### src/sv/scse_pkg.sv
// ============================================================================
// scse_pkg
// Types and fixed-point constants shared by the Stumpff C/S evaluator.
// ============================================================================
`default_nettype none

package scse_pkg;

  // Internal unsigned Q.40 format
  localparam int unsigned IFRAC        = 40;
  localparam logic [63:0] ONE          = 64'h0000_0100_0000_0000;
  localparam logic [63:0] PI_Q         = 64'h0000_0324_3F6A_8885;
  localparam logic [63:0] TWO_PI_Q     = 64'h0000_0648_7ED5_110B;
  localparam logic [63:0] HYP_LIMIT    = 64'h0000_1000_0000_0000;
  localparam int unsigned OUT_FRAC     = 26;
  localparam logic [63:0] OUT_SCALE    = 64'h0000_0000_0400_0000;
  localparam logic [63:0] OUT_MAX      = 64'h0000_0000_FFFF_FFFF;
  localparam int unsigned CLOSED_TERMS = 40;
  localparam int unsigned ROOT_TOP     = 50;
  localparam int unsigned CNT_W        = 6;
  localparam int unsigned N_W          = 7;

  // Operands of one floor(a*b/d) request
  typedef struct packed {
    logic [63:0] a;
    logic [63:0] b;
    logic [63:0] d;
  } md_req_t;

endpackage

`default_nettype wire

### src/sv/scse_muldiv.sv
// ============================================================================
// scse_muldiv
// Shared unit: q = floor(a*b/d) over a 128-bit product, all ones when d is
// zero or the quotient overflows. Four 32x32 partial products, then a
// restoring divide at one quotient bit per cycle.
// ============================================================================
`default_nettype none

module scse_muldiv
  import scse_pkg::*;
(
  input  wire logic        clk,
  input  wire logic        rst,
  input  wire logic        start,
  input  wire md_req_t     req,
  output logic             done,
  output logic [63:0]      q
);

  typedef enum logic [1:0] {MD_IDLE, MD_MUL, MD_CHK, MD_DIV} md_state_t;

  md_state_t    state;
  logic [63:0]  a;
  logic [63:0]  b;
  logic [63:0]  d;
  logic [127:0] acc;
  logic [1:0]   step;
  logic [5:0]   bit_cnt;
  logic [63:0]  rem;

  logic [31:0]  a_part;
  logic [31:0]  b_part;
  logic [63:0]  pp;
  logic [6:0]   pp_sh;
  logic [127:0] acc_next;
  logic [63:0]  rem_sh;
  logic         take;

  always_comb begin
    a_part   = step[1] ? a[63:32] : a[31:0];
    b_part   = step[0] ? b[63:32] : b[31:0];
    pp       = 64'(a_part) * 64'(b_part);
    pp_sh    = {step[1] & step[0], step[1] ^ step[0], 5'b0};
    acc_next = acc + ({64'd0, pp} << pp_sh);
    rem_sh   = {rem[62:0], acc[63]};
    take     = rem[63] || (rem_sh >= d);
  end

  always_ff @(posedge clk) begin
    if (rst) begin
      state <= MD_IDLE;
      done  <= 1'b0;
    end else begin
      // Flag the cycle the quotient is final, either early or after the divide
      done <= ((state == MD_CHK) && (d == 64'd0 || acc[127:64] >= d)) ||
              ((state == MD_DIV) && (bit_cnt == 6'd0));
      case (state)
        MD_IDLE: begin
          if (start) begin
            a     <= req.a;
            b     <= req.b;
            d     <= req.d;
            acc   <= '0;
            step  <= 2'd0;
            state <= MD_MUL;
          end
        end
        MD_MUL: begin
          acc  <= acc_next;
          step <= step + 2'd1;
          if (step == 2'd3) begin
            state <= MD_CHK;
          end
        end
        MD_CHK: begin
          // Zero divisor, or quotient would not fit in 64 bits: return all ones
          if (d == 64'd0 || acc[127:64] >= d) begin
            q     <= '1;
            state <= MD_IDLE;
          end else begin
            rem     <= acc[127:64];
            bit_cnt <= 6'd63;
            q       <= '0;
            state   <= MD_DIV;
          end
        end
        MD_DIV: begin
          rem            <= take ? rem_sh - d : rem_sh;
          acc[63:0]      <= {acc[62:0], 1'b0};
          q              <= {q[62:0], take};
          bit_cnt        <= bit_cnt - 6'd1;
          if (bit_cnt == 6'd0) begin
            state <= MD_IDLE;
          end
        end
        default: state <= MD_IDLE;
      endcase
    end
  end

endmodule

`default_nettype wire

### config.mk
export PLATFORM = sky130hd
export DESIGN_NAME = scse_muldiv
export DESIGN_NICKNAME = d
export VERILOG_FILES = /design/src/sv/scse_pkg.sv /design/src/sv/scse_muldiv.sv
export SDC_FILE = /design/constraint.sdc
export NUM_CORES = 2
export LEC_CHECK = 0
export ABC_AREA = 1
export BUFFER_PORTS_ARGS = -buffer_cell sky130_fd_sc_hd__buf_4
export CORE_MARGIN = 2
export CORE_UTILIZATION = 45
export DETAILED_ROUTE_END_ITERATION = 8
export REMOVE_ABC_BUFFERS = 1
export SLEW_MARGIN = 10
export SYNTH_ARGS = -nofsm -noshare
export SYNTH_HDL_FRONTEND = slang
export SYNTH_SLANG_ARGS = --single-unit
### constraint.sdc
create_clock -name clk -period 10.7 [get_ports clk]
set_clock_uncertainty 0.15 [all_clocks]
set_input_delay 0.535 -clock clk [delete_from_list [all_inputs] [get_ports clk]]
set_output_delay 0.535 -clock clk [all_outputs]
set_load 0.02 [all_outputs]
==> results.yml <==
synthesis:
  syn_area_mm2: 0.0688
  yosys-top-cells-area: "fa_1 26%, edfxtp_1 20%, nand2_1 10%, ha_1 9.5%, inv_1 9.1%"
  synth_edf_count: 456
  ys_types: 52
  ys_seq_area_share_pct: 20.0
  ys.flop_type: "edfxtp_1"
  yosysWarnings: 0
  syn_area_per_cell_um2: 7.60
  yosys.area.top_type: "fa_1"
  ys_async_sr_fraction_pct: 0
  ys_ff_latch: 459
  synth_top_area_share_pct: 26.1
  synthCells: 9045
grt:
  grt_pass1_wl_um: 435000
  antenna_found_initial: 8
  grt.total_usage_pct: 37.7
  grt_pass1_vias: 67900
  grt_max_degree: 128
  grt_overflow_total: 0
cts:
  cts_root_buffer: "clkbuf_16"
  cts_buffers: 58
  path_clk_slew_ns: 0.08
  clk-insertion-delay-late_ns: 0.76
  clock_path_buffers: 3
  cts_num_sinks: 459
  htree_levels: 2
  cts_tree: "done"
detailed_routing:
  ant_nets: 0
  drtIter0Drc: 7146
  firstDrtPassIters: 8
  vias: 68900
  wirelength_um: 299000
  post-route-drc-count: 0
  viasPerCell: 5.40
  post_drt_wl_per_cell_um: 23.5
die:
  die_width_um: 395
  dieHeight_um: 395
  row_count: 143
  pin_count: 260
  die-area_mm2: 0.156
  core-area_mm2: 0.152
  initial_core_util_pct: 45.3
final_layout:
  stdcell_count: 12700
  final_area_mm2: 0.0898
  area_growth_syn_to_layout_pct: 30.6
  fillers: 14200
  drive_above_1_share_pct: 21.5
  nNetsFinal: 12300
placement:
  hpwlAfterDp_um: 250000
  dpl_cell_area_mm2: 0.0829
  globalplace.congestion: 1.05
  place_inst: 12400
  port_buffers: 259
run:
  cap_viol_max_count: 0
critical_path:
  crit_type: "reg2reg"
  worstPathArrival_ns: 10.87
  cp_max_fo: 7
  crit_top_cell: "buf_4"
  crit_path_start_kind: "flip-flop"
  cp.required_ns: 11.06
  worst_setup_path_end_kind: "flip-flop"
  slowest_delay_ns: 0.64
  slowest_stage: "fa_2"
timing:
  hold_violations: 0
  maxSlewViolCount: 0
  setup_tns_ns: 0
  final.min_clock_period_ns: 10.51
  tightest_slew_ns: 1.17
  slew_headroom_pct: 21.4
  grt_setup_unrepaired: "yes"
  finalCritPeriodShare_pct: 98.2
  setup_viol_count_final: 0
  max_freq_ghz: 0.0951
status:
  status: "finished clean"
hold_path:
  hp-class: "in2reg"
## cells in the mapped netlist, types with 2 or more instances
cell	count
nand3_1	260
o21a_1	31
nand2_1	1886
clkinv_1	33
nor2_2	3
a21o_1	41
o21bai_1	44
o21ai_2	3
edfxtp_1	456
ha_1	521
a211oi_1	3
o211ai_1	15
inv_1	1672
nand3b_1	67
a32o_1	2
o21ai_0	454
nand2_2	4
o21ai_1	52
dfxtp_1	3
nor4_1	24
fa_1	898
xnor2_1	52
mux2i_1	2
and2_1	4
buf_6	7
and3_1	5
nor2_1	1412
xor2_1	50
nand4_1	61
nand2b_1	2
o22ai_1	8
a21boi_0	11
clkbuf_1	233
o31ai_1	2
nor3_1	68
buf_2	3
a21oi_2	3
a31oi_1	12
or2_2	13
a21oi_1	594
o311ai_0	2
inv_2	11
buf_1	9
## cells in the final DEF, fill, tap and decap left out, drive strengths merged, types with 44 or more instances in the layout
cell	instances
o21bai	44
nand2	1890
fa	898
o21ai	509
nand3b	67
nand4	61
nor2	1416
ha	521
xnor2	52
nand3	261
inv	1685
nor3	70
edfxtp	456
xor2	50
clkinv	44
a21oi	597
dlygate4sd3	193
buf	1614
clkbuf	68
## state kept, by name (all words and copies together) (netlist names)
| signal | flops |
|---|---|
| b | 64 |
| done | 1 |
| acc | 128 |
| a | 64 |
| d | 64 |
| state | 2 |
| rem | 64 |
| bit_cnt | 6 |
| q | 64 |
| step | 2 |
## per-stage QoR
step	hold WS (ns)	setup slack, ns	utilization [%]
6_report	0.120	0.188	59.1
5_1_grt	0.107	-0.152	59.1
4_1_cts	0.0593	0.00706	57.3
3_5_place_dp	0.386	-0.689	54.6
3_3_place_gp	0.379	-0.737	54.6
2_1_floorplan	0.377	-0.149	-
## cell type report
type | count | area (um2) | share of cell area (%)
antenna | 2 | 5.00 | 0.00557
clock inverter | 43 | 572 | 0.637
multi-input combinational | 6617 | 49900 | 55.6
inverter | 1716 | 6500 | 7.23
clock buffer | 64 | 1470 | 1.64
sequential | 459 | 13800 | 15.3
timing repair buffer | 1811 | 15100 | 16.8
tap | 2030 | 2540 | 2.83
## worst paths after layout
kind              startpoint        to  slack, ns  depth (start not counted)
hold reg to reg      acc[36]   acc[37]       0.39                          2
setup / recovery     step[1]  acc[116]       0.19                         45
hold / removal         start  state[0]       0.12                          4
setup reg to reg     step[1]  acc[116]       0.19                         45
## routing by layer
layer | wire [um] | global-route usage [%] | share of wire [%] | vias to the layer above
li1 | - | - | - | 31600
met1 | 129000 | 54.4 | 43 | 33500
met2 | 125000 | 55.2 | 42 | 3272
met3 | 30900 | 7.94 | 10 | 503
met4 | 14000 | 14.4 | 4.7 | 4
met5 | 30 | 0 | 0.010 | -
## critical path: cells and delay by family (launching register included)
kind	cells	cell delay (ns)
and+or+nand+nor	15	1.89
AOI/OAI and AO/OA	5	0.69
buffers and inverters	15	2.22
adders and majority gates	10	4.78
DFF	1	0.55
## repair_timing
item,CTS,global route
setup endpoints to repair,90,97
hold endpoints to repair,193,0
pin swaps,6,168
buffers inserted,6,54
hold buffers,193,0
resized for setup,42,656
cloned,0,5
## kinds of logic after synthesis
| kind of cell | Yosys count | synth area share, % |
|---|---|---|
| flops | 459 | 20.0 |
| compound gates | 1281 | 9.97 |
| simple gates | 3813 | 22.2 |
| buf+inv | 1969 | 10.8 |
| xor+xnor | 102 | 1.30 |
| mux | 2 | 0.0291 |
| fa+ha+maj | 1419 | 35.6 |
Power is left out: the tool's default activity adds up to more than one toggle a clock period on the data nets, which glitch-free logic cannot reach.
